`src/rtl/core/hud_pkg.sv`:
```
// ----------------------------------------------------------------------------
// hud_pkg
// Shared types and constants for the HCI UART packet deframer.
// ----------------------------------------------------------------------------
`default_nettype none

package hud_pkg;

  localparam int ByteW   = 8;
  localparam int LenW    = 16;
  localparam int CfgIdxW = 2;

  // configuration register indexes
  localparam logic [CfgIdxW-1:0] CFG_EVENT_CODE = 2'd0;
  localparam logic [CfgIdxW-1:0] CFG_ACL_CODE   = 2'd1;

  // reset values of the type codes
  localparam logic [ByteW-1:0] EVENT_CODE_RST = 8'h04;
  localparam logic [ByteW-1:0] ACL_CODE_RST   = 8'h02;

  // packet kinds
  localparam logic KIND_EVENT = 1'b0;
  localparam logic KIND_ACL   = 1'b1;

  // one result beat from the parser
  typedef struct packed {
    logic             emit;
    logic [ByteW-1:0] data_byte;
    logic             packet_kind;
    logic             first_byte;
    logic             is_header;
    logic             last_byte;
  } hud_result_t;

endpackage

`default_nettype wire

```
`src/rtl/core/hci_uart_packet_deframer_top.sv`:
```
// ----------------------------------------------------------------------------
// hci_uart_packet_deframer_top
// Splits a received UART byte stream into HCI transport packet beats.
// ----------------------------------------------------------------------------
// Usage:
//   rx_byte enters on the in_valid/in_ready channel, one byte per beat.
//   Every byte of a recognised event or ACL packet leaves on the
//   out_valid/out_ready channel with packet_kind, first_byte, is_header and
//   last_byte. A type byte matching neither code gives no output beat.
//   The type codes are written on the cfg_valid/cfg_ready channel
//   (cfg_index 0 event code, 1 ACL code); cfg_ready is always high.
//   Path: an accepted byte is registered in the input register, parsed by
//   hud_fsm from there and registered in the result register for out_valid.
//   Throughput: one byte per cycle while out_ready is high; the next parser
//   state is combinational, so the loop through the packet state sets the rate.
//   Stall: when out_ready is low with a beat held, the parser stage holds;
//   if the input register is empty, one further byte is taken into it before
//   in_ready drops.
//   Reset: both stages empty, parser waits for a type byte, codes return to
//   4 (event) and 2 (ACL).
// ----------------------------------------------------------------------------
`default_nettype none

module hci_uart_packet_deframer_top import hud_pkg::*; (
  input  wire logic               clk,
  input  wire logic               rst,
  // byte input
  input  wire logic               in_valid,
  output logic                    in_ready,
  input  wire logic [ByteW-1:0]   rx_byte,
  // packet beat output
  output logic                    out_valid,
  input  wire logic               out_ready,
  output logic [ByteW-1:0]        data_byte,
  output logic                    packet_kind,
  output logic                    first_byte,
  output logic                    is_header,
  output logic                    last_byte,
  // configuration writes
  input  wire logic               cfg_valid,
  output logic                    cfg_ready,
  input  wire logic [CfgIdxW-1:0] cfg_index,
  input  wire logic [ByteW-1:0]   cfg_data
);

  logic             stage_valid;
  logic [ByteW-1:0] stage_byte;
  logic             advance;
  logic [ByteW-1:0] event_code;
  logic [ByteW-1:0] acl_code;
  hud_result_t      result;

  assign cfg_ready = 1'b1;

  // configuration registers
  always_ff @(posedge clk) begin
    if (rst) begin
      event_code <= EVENT_CODE_RST;
      acl_code   <= ACL_CODE_RST;
    end else if (cfg_valid && cfg_ready) begin
      case (cfg_index)
        CFG_EVENT_CODE: event_code <= cfg_data;
        CFG_ACL_CODE:   acl_code   <= cfg_data;
        default:        ;
      endcase
    end
  end

  // parser stage moves when the result register is free or being drained
  assign advance  = stage_valid && (!out_valid || out_ready);
  assign in_ready = !stage_valid || advance;

  // input register
  always_ff @(posedge clk) begin
    if (rst) begin
      stage_valid <= 1'b0;
    end else if (in_ready) begin
      stage_valid <= in_valid;
    end
  end

  always_ff @(posedge clk) begin
    if (in_valid && in_ready) begin
      stage_byte <= rx_byte;
    end
  end

  hud_fsm u_fsm (
    .clk        (clk),
    .rst        (rst),
    .step       (advance),
    .rx_byte    (stage_byte),
    .event_code (event_code),
    .acl_code   (acl_code),
    .result     (result)
  );

  // result register
  always_ff @(posedge clk) begin
    if (rst) begin
      out_valid <= 1'b0;
    end else if (advance) begin
      out_valid <= result.emit;
    end else if (out_ready) begin
      out_valid <= 1'b0;
    end
  end

  always_ff @(posedge clk) begin
    if (advance && result.emit) begin
      data_byte   <= result.data_byte;
      packet_kind <= result.packet_kind;
      first_byte  <= result.first_byte;
      is_header   <= result.is_header;
      last_byte   <= result.last_byte;
    end
  end

endmodule

`default_nettype wire

```
`src/rtl/core/hud_fsm.sv`:
```
// ----------------------------------------------------------------------------
// hud_fsm
// Packet parser: tracks type, header and payload phases and classifies the
// byte presented on each step.
// ----------------------------------------------------------------------------
`default_nettype none

module hud_fsm import hud_pkg::*; (
  input  wire logic             clk,
  input  wire logic             rst,
  input  wire logic             step,
  input  wire logic [ByteW-1:0] rx_byte,
  input  wire logic [ByteW-1:0] event_code,
  input  wire logic [ByteW-1:0] acl_code,
  output hud_result_t           result
);

  typedef enum logic [1:0] {
    PH_IDLE,
    PH_EVT_HDR,
    PH_ACL_HDR,
    PH_PAYLOAD
  } phase_t;

  phase_t           phase, phase_next;
  logic [1:0]       header_count, header_count_next;
  logic [LenW-1:0]  remaining, remaining_next;
  logic [ByteW-1:0] length_low, length_low_next;
  logic             kind, kind_next;

  logic [LenW-1:0]  acl_len;
  logic [LenW-1:0]  rem_dec;

  assign acl_len = {rx_byte, length_low};
  assign rem_dec = remaining - LenW'(1);

  // next state and result for the byte on rx_byte
  always_comb begin
    phase_next        = phase;
    header_count_next = header_count;
    remaining_next    = remaining;
    length_low_next   = length_low;
    kind_next         = kind;
    result.emit       = 1'b1;
    result.first_byte = 1'b0;
    result.is_header  = 1'b1;
    result.last_byte  = 1'b0;

    case (phase)
      PH_EVT_HDR: begin
        if (header_count == 2'd0) begin
          header_count_next = 2'd1;
        end else begin
          remaining_next    = {{(LenW-ByteW){1'b0}}, rx_byte};
          header_count_next = 2'd0;
          if (rx_byte == '0) begin
            result.last_byte = 1'b1;
            phase_next       = PH_IDLE;
          end else begin
            phase_next = PH_PAYLOAD;
          end
        end
      end

      PH_ACL_HDR: begin
        if (header_count < 2'd2) begin
          header_count_next = header_count + 2'd1;
        end else if (header_count == 2'd2) begin
          length_low_next   = rx_byte;
          header_count_next = 2'd3;
        end else begin
          remaining_next    = acl_len;
          header_count_next = 2'd0;
          if (acl_len == '0) begin
            result.last_byte = 1'b1;
            phase_next       = PH_IDLE;
          end else begin
            phase_next = PH_PAYLOAD;
          end
        end
      end

      PH_PAYLOAD: begin
        result.is_header = 1'b0;
        remaining_next   = rem_dec;
        if (rem_dec == '0) begin
          result.last_byte = 1'b1;
          phase_next       = PH_IDLE;
        end
      end

      default: begin
        // waiting for a type byte; event code wins when both match
        header_count_next = 2'd0;
        result.first_byte = 1'b1;
        if (rx_byte == event_code) begin
          kind_next  = KIND_EVENT;
          phase_next = PH_EVT_HDR;
        end else if (rx_byte == acl_code) begin
          kind_next  = KIND_ACL;
          phase_next = PH_ACL_HDR;
        end else begin
          result.emit = 1'b0;
        end
      end
    endcase

    result.data_byte   = rx_byte;
    result.packet_kind = kind_next;
  end

  // state registers
  always_ff @(posedge clk) begin
    if (rst) begin
      phase        <= PH_IDLE;
      header_count <= 2'd0;
      remaining    <= '0;
      length_low   <= '0;
      kind         <= KIND_EVENT;
    end else if (step) begin
      phase        <= phase_next;
      header_count <= header_count_next;
      remaining    <= remaining_next;
      length_low   <= length_low_next;
      kind         <= kind_next;
    end
  end

endmodule

`default_nettype wire

```
`config.mk`:
```
export PLATFORM = sky130hd
export DESIGN_NAME = hci_uart_packet_deframer_top
export DESIGN_NICKNAME = d
export VERILOG_FILES = /design/src/rtl/core/hud_pkg.sv /design/src/rtl/core/hci_uart_packet_deframer_top.sv /design/src/rtl/core/hud_fsm.sv
export SDC_FILE = /design/constraint.sdc
export NUM_CORES = 1
export LEC_CHECK = 0
export ABC_AREA = 1
export BUFFER_PORTS_ARGS = -buffer_cell sky130_fd_sc_hd__buf_4
export CELL_PAD_IN_SITES_DETAIL_PLACEMENT = 0
export CELL_PAD_IN_SITES_GLOBAL_PLACEMENT = 1
export CORE_UTILIZATION = 25
export CTS_CLUSTER_SIZE = 10
export DETAILED_ROUTE_END_ITERATION = 16
export PLACE_DENSITY_LB_ADDON = 0.1
export SLEW_MARGIN = 20
export SYNTH_ARGS = -nofsm -noshare
export SYNTH_HDL_FRONTEND = slang
export SYNTH_SLANG_ARGS = --single-unit
```
`constraint.sdc`:
```
create_clock -name clk -period 2.5 [get_ports clk]
set_clock_uncertainty 0.05 [all_clocks]
set_input_delay 0.5 -clock clk [delete_from_list [all_inputs] [get_ports clk]]
set_output_delay 0.5 -clock clk [all_outputs]
set_load 0.02 [all_outputs]
```
==> results.md, run 1 <==
- Synthesis-stage register bit count: between 60 and 70
- Post-synthesis sequential area ratio: 0.440
- Period utilisation layout: 0.896
- Worst endpoint data arrival time: 2.20 ns
- Initial antenna violation count: 0
- Deepest clock path buffer count: 2
- Setup slack after layout: around 0.26 ns
- CP max stage delay: 0.57 ns
- # H-tree levels: 3
- Ports: 38
- Clk_lat worst skew: roughly 0.34 ns
- Total Routing Usage GR: 0.156
- Tmin final: ~2.2 ns
- Horiz. Die Dim: 120 um
- Peak supply drop: roughly 0.42 mV
- Vias per std cell: approximately 4.5
- Most common cell after layout, fill and taps aside: nand2_1
- Synth top area cells: dfxtp_1, edfxtp_1, nand2_1
- RePlAce Congestion: between 0.7 and 0.8
- Static leakage: ~1.9 nW
- Reg2reg path depth: 8
- ANT cells: 0
- Post-Syn Instances: ~450
- PwrDens: around 620 mW/mm2
- Crit path required time: 2.46 ns
- Hold Path Cell Cnt: 1
- CTS Buf Count: 9
- Placed Cells: 664
- Hold Slack: between 0.2 and 0.3 ns
- Fmax: between 0.4 and 0.5 GHz
- Most frequent cells in the layout: nand2_1, nor2_1, dfxtp_1
- Clk sinks: 67
- Synth warn: 0
- # hold bufs at CTS: 0
- Filler cells: between 1,000 and 1,500
- Dominant cell type by area after synthesis: dfxtp_1
- First-pass GRT wire length: 16,600 um
- Synth Area per Inst: between 7 and 8 um2
- DRT Wirelength: 10,400 um
- Wire per inst: approximately 15 um
- CTS tree: done
- Most used cell along the critical path: nand2_1
- Post-route insts no fill: roughly 700
- Max-Cap Viols: 0
- Net Count, Synth: 485
- Hold Crit Class: input pin to flop
- Worst setup SP type: flop
- Synth unique cells: 40
- Synth-to-layout area growth: 22.7%
- Vias in the first global route: around 3,000
- DRC: 0
- Place WS: around 0.15 ns
- Final Slew Violations: 0
- Design area: 0.00430 mm2
- # rows: 42
- TNS Setup: 0 ns
- Final-report setup violation count: 0
- Total core area: around 0.013 mm2
- WS Path Type: flop to flop
- Largest net degree at the start of global routing: 36
- Crit-path cells: inv_1 > or2_2 > nand4_1 > nor2_1 > a21oi_1 > nand2_1 > nand2_1 > clkinvlp_4
- DRT Pass-1 Iters: 5
- Crit. End Element: flop
- CP max stage cell: edfxtp_1
- Top cell type's share of synthesized area: 0.269
- RSZ-0062 raised after global routing: false
- Fin nets: 530
- Total number of vias: approximately 3,100
- Run status: finished, final reports clean
- Root Buffer: clkbuf_16
- Starting DRC count in detailed routing: approximately 170
- Routed Antenna Nets: 0
- CTS clk-pin slew, worst paths: ~0.05 ns
- Die Ht: 120 um
- DP HPWL: slightly below 8000 um
- Post-Syn Area: 0.00350 mm2
- PortBufs: 36
- Grt ovf: 0
- Worst-path fanout max: 12
- Die area: between 0.01 and 0.015 mm2
- Fraction of layout cells with a size suffix above 1: 0.208
- Initial Util: 0.260
- Final Hold Fails: 0
- DP Area: 0.00400 mm2
==> cells by family (layout without fill, tap and decap cells) <==
family,after synthesis,in the layout,share of synthesized area
simple gates,208,208,0.273
other cells,1,1,0.00107
xor+xnor,10,10,0.0250
fa+ha+maj,8,8,0.0286
compound gates,94,94,0.154
flops,67,67,0.440
buf+inv,66,116,0.0776
==> area by class of cell <==
class                           instances  area (um2)  area share
Inverter                               54         208      0.0483
Multi-Input combinational cell        321        1690       0.393
Clock inverter                          7        68.8      0.0160
Timing Repair Buffer                   46         345      0.0804
Tap cell                              176         220      0.0513
Sequential cell                        67        1540       0.359
Clock buffer                            9         225      0.0524
==> per-layer routing <==
metal | share of wire | routed length [um] | vias to the layer above | global-route usage
met4 | 0.016 | 167 | 0 | 0.0625
met2 | 0.48 | 4940 | 69 | 0.255
met5 | 0 | 0 | - | 0
met3 | 0.047 | 490 | 10 | 0.0302
li1 | - | - | 1595 | -
met1 | 0.46 | 4770 | 1399 | 0.200
==> stage by stage <==
stage	total power, mW	utilization
detailed placement	1.42	0.297
global placement	1.42	0.297
global route	2.79	0.319
CTS	2.71	0.319
floorplan	1.33	-
finish	2.66	0.319
==> report_power, final <==
group	internal (mW)	leakage [nW]	switching (mW)
sequential	1.15	0.564	0.0429
combinational	0.0845	1.17	0.115
clock	0.767	0.141	0.499
total	2.00	1.87	0.657
==> worst paths after layout <==
path | from | end | slack [ns]
worst max-delay path | stage_byte[5] | data_byte[0] | 0.26
worst min-delay path | rx_byte[7] | stage_byte[7] | 0.29
worst max register to register | stage_byte[5] | data_byte[0] | 0.26
worst min register to register | event_code[1] | event_code[1] | 0.42
==> repair_timing <==
action,4_1_cts,5_1_grt
gates resized for setup,0,1
setup endpoints to repair,0,12
buffers inserted,0,0
==> critical path, delay by kind of cell, from the launching register on <==
kind | cells | cell delay (ns)
simple gates | 5 | 0.63
flops | 1 | 0.57
buf+inv | 2 | 0.42
compound gates | 1 | 0.22
==> registers in the layout, indices dropped and copies added, names as in the netlist <==
| signal | count |
|---|---|
| u_fsm.phase | 2 |
| out_valid | 1 |
| first_byte | 1 |
| u_fsm.kind | 1 |
| stage_valid | 1 |
| last_byte | 1 |
| u_fsm.header_count | 2 |
| data_byte | 8 |
| u_fsm.length_low | 8 |
| stage_byte | 8 |
| u_fsm.remaining | 16 |
| is_header | 1 |
| packet_kind | 1 |
| event_code | 8 |
| acl_code | 8 |
==> synthesized netlist by cell type (all sizes together) <==
cell and n:
a31oi 2, a21oi 35, buf 7, a221oi 7
nand3b 2, nor2 75, o21bai 1, a211oi 2
or2 5, nand2 95, a41oi 2, xnor2 5
ha 8, a22oi 5, o211ai 1, nand4 8
o22ai 2, nand3 18, clkinv 1, conb 1
inv 53, clkbuf 5, dfxtp 47, o21ai 37
xor2 5, edfxtp 20, nor3 5
No activity file was read; power rests on OpenSTA's default activity.
==> run 2, diff against run 1 <==
--- a/config.mk
+++ b/config.mk
@@ -16,4 +16,5 @@
 export SLEW_MARGIN = 20
 export SYNTH_ARGS = -nofsm -noshare
 export SYNTH_HDL_FRONTEND = slang
+export SYNTH_HIERARCHICAL = 1
 export SYNTH_SLANG_ARGS = --single-unit
==> results.md, run 2 <==
- Register area: 0.00154 mm2 (unchanged)
- Commonest cells in the netlist: nand2_1, nor2_1, inv_1 (was nand2_1, nor2_1, dfxtp_1)
- R2r startpoint: stage_byte[0] (was stage_byte[5])
- ANT cells: 0 (unchanged)
- Total core area: 0.0145 mm2 (was 0.0135 mm2)
- Vias per std cell: 4.38 (was 4.52)
- Multi-input gate area: 0.00174 mm2 (was 0.00169 mm2)
- Total Routing Usage GR: 0.154 (was 0.156)
- Grt ovf: 0 (unchanged)
- CP startpoint: stage_byte[0] (was stage_byte[5])
- Synth Area per Inst: 7.62 um2 (was 7.71 um2)
- CTS tree: done (unchanged)
- Fraction of layout cells with a size suffix above 1: 0.174 (was 0.208)
- Most common cell after layout, fill and taps aside: nand2_1 (unchanged)
- Crit. End Element: flop (unchanged)
- Number of setup buffers added after CTS: 0 (unchanged)
- Vias in the first global route: 3,134 (was 3,015)
- Worst endpoint data arrival time: 2.10 ns (was 2.20 ns)
- Ports: 38 (unchanged)
- Synthesis-stage register bit count: 67 (unchanged)
- Top cell type's share of synthesized area: 0.255 (was 0.269)
- Final-report setup violation count: 0 (unchanged)
- Final Core Density: 0.310 (was 0.319)
- TNS Setup: 0 ns (unchanged)
- Hold Slack: 0.289 ns (about the same)
- Post-synthesis sequential area ratio: 0.418 (was 0.440)
- Post-CTS Resized: 0 (unchanged)
- Die Ht: 123 um (was 120 um)
- Die area: 0.0152 mm2 (was 0.0145 mm2)
- Synth unique cells: 43 (was 40)
- Slew headroom: 0.557
- Fmax: 0.475 GHz (was 0.446 GHz)
- Max-Cap Viols: 0 (unchanged)
- Largest net degree at the start of global routing: 21 (was 36)
- Worst setup SP type: flop (unchanged)
- DRT Pass-1 Iters: 4 (was 5)
- DP HPWL: 8020 um (was 7790 um)
- Horiz. Die Dim: 123 um (was 120 um)
- PortBufs: 36 (unchanged)
- Period utilisation layout: 0.841 (was 0.896)
- First-pass GRT wire length: 17,000 um (was 16,600 um)
- Root Buffer: clkbuf_16 (unchanged)
- # rows: 44 (was 42)
- Clk sinks: 67 (unchanged)
- Most frequent cells in the layout: nand2_1, nor2_1, inv_1 (was nand2_1, nor2_1, dfxtp_1)
- CTS Buf Count: 9 (unchanged)
- Ys async rst share: 0 (unchanged)
- RSZ-0062 raised after global routing: false (unchanged)
- Post-Syn Instances: 484 (was 454)
- Deepest clock path buffer count: 2 (unchanged)
- Post-Syn Area: 0.00369 mm2 (was 0.00350 mm2)
- Peak supply drop: 0.365 mV (was 0.415 mV)
- Worst-path fanout max: 12 (unchanged)
- Worst Min Path Start: rx_byte[0] (was rx_byte[7])
- Tmin final: 2.10 ns (was 2.24 ns)
- Number of flops mapped to enable cells by yosys: 20 (unchanged)
- CTS clk-pin slew, worst paths: 0.06 ns (was 0.05 ns)
- RePlAce Congestion: 0.761 (was 0.788)
- Initial Util: 0.255 (was 0.260)
- Final Slew Violations: 0 (unchanged)
- Initial antenna violation count: 0 (unchanged)
- DRC: 0 (unchanged)
- Filler cells: 1,596 (was 1,498)
- PwrDens: 651 mW/mm2 (was 619 mW/mm2)
- Starting DRC count in detailed routing: 136 (was 168)
- Synth Flop Type: dfxtp_1 (unchanged)
- Static leakage: 1.95 nW (was 1.87 nW)
- WS Path Type: flop to flop (unchanged)
- Run status: finished, final reports clean (unchanged)
- Net Count, Synth: 516 (was 485)
- Top-count cell post-synth: nand2_1 (unchanged)
- Routed Antenna Nets: 0 (unchanged)
- Synth warn: 6 (was 0)
- Max reg flops: 16 (unchanged)
- Crit path required time: 2.50 ns (was 2.46 ns)
- Synth top area cells: dfxtp_1, edfxtp_1, nand2_1 (unchanged)
- # H-tree levels: 3 (unchanged)
- Synth-to-layout area growth: 21.6% (was 22.7%)
- Total number of vias: 3,095 (was 3,073)
- Slew of the pin with the lowest slew margin: between 0.6 and 0.7 ns
- Fin nets: 549 (was 530)
- DRT Wirelength: 10,500 um (was 10,400 um)
- Dominant cell type by area after synthesis: dfxtp_1 (unchanged)
- Wire per inst: 14.9 um (was 15.2 um)
- # hold bufs at CTS: 0 (unchanged)
- Hold Crit Class: input pin to flop (unchanged)
- Final Hold Fails: 0 (unchanged)
- Biggest register: u_fsm/remaining (was u_fsm.remaining)
- R2r setup slk: 0.40 ns (was 0.26 ns)
- Clk_lat worst skew: 0.34 ns (about the same)
## run 2: cell types whose count changed after synthesis, sizes merged, moves of 4 or more
cell,before,now
o21ai,37,22
buf,7,19
or2,5,1
nor3,5,1
nand3,18,29
inv,53,65
nor2,75,79
xor2,5,10
## run 2: path summary, 6_finish.rpt
path	to	cells after the start
worst min register to register	u_fsm/header_count[0]	2
worst min-delay path	stage_byte[0]	1
worst max-delay path	data_byte[3]	8
worst max register to register	data_byte[3]	8
## run 2: report_power, final
part / switching, mW / internal, mW / leakage, nW
registers: 0.0271 / 1.14 / 0.564
clock network: 0.481 / 1.07 / 0.174
logic: 0.113 / 0.0816 / 1.22
## run 2: metal layers
layer / wire [um] / GRT usage / share of wire / vias to the layer above
li1: - / - / - / 1627
met1: 4870 / 0.186 / 0.46 / 1410
met2: 5150 / 0.265 / 0.49 / 45
met3: 322 / 0.0378 / 0.031 / 13
met4: 189 / 0.0557 / 0.018 / 0
met5: 0 / 0 / 0 / -
## run 2: stage by stage
step | setup WS, ns | total power, mW | instance area, um2 | std cells
final | 0.397 | 2.92 | 4490 | 706
after CTS | 0.359 | 2.97 | 4490 | 706
after global routing | 0.228 | 3.04 | 4490 | 706
after global placement | 0.404 | 1.40 | 4130 | 690
after floorplan | 0.305 | 1.33 | 3690 | 484
after detailed placement | 0.381 | 1.39 | 4130 | 690
## run 2: cells by family (layout without fill, tap and decap cells)
logic type               Yosys count  after routing  share of synthesized area
XOR/XNOR                          17             17                     0.0424
adder cells (fa/ha/maj)            9              9                     0.0305
flip-flops                        67             67                      0.418
AND/OR/NAND/NOR                  214            214                      0.262
other                              1              1                    0.00102
buffers and inverters             92            130                      0.113
AO/OA/AOI/OAI                     84             84                      0.134
## run 2: cell type report
class                   count  share of cell area
clock buffers              11              0.0519
clock inverters             5              0.0279
well taps                 184              0.0513
flip-flops and latches     67               0.343
multi-input cells         325               0.387
repair buffers             48              0.0831
inverters                  66              0.0552
## run 2: critical path: stages, from the launching register on
cell and delay (ns):
edfxtp_1 0.38, or2_2 0.30, a22oi_1 0.20, nand4_1 0.22, inv_1 0.09, nor2_1 0.05, nand2_1 0.10, nor3b_2 0.24
buf_12 0.18
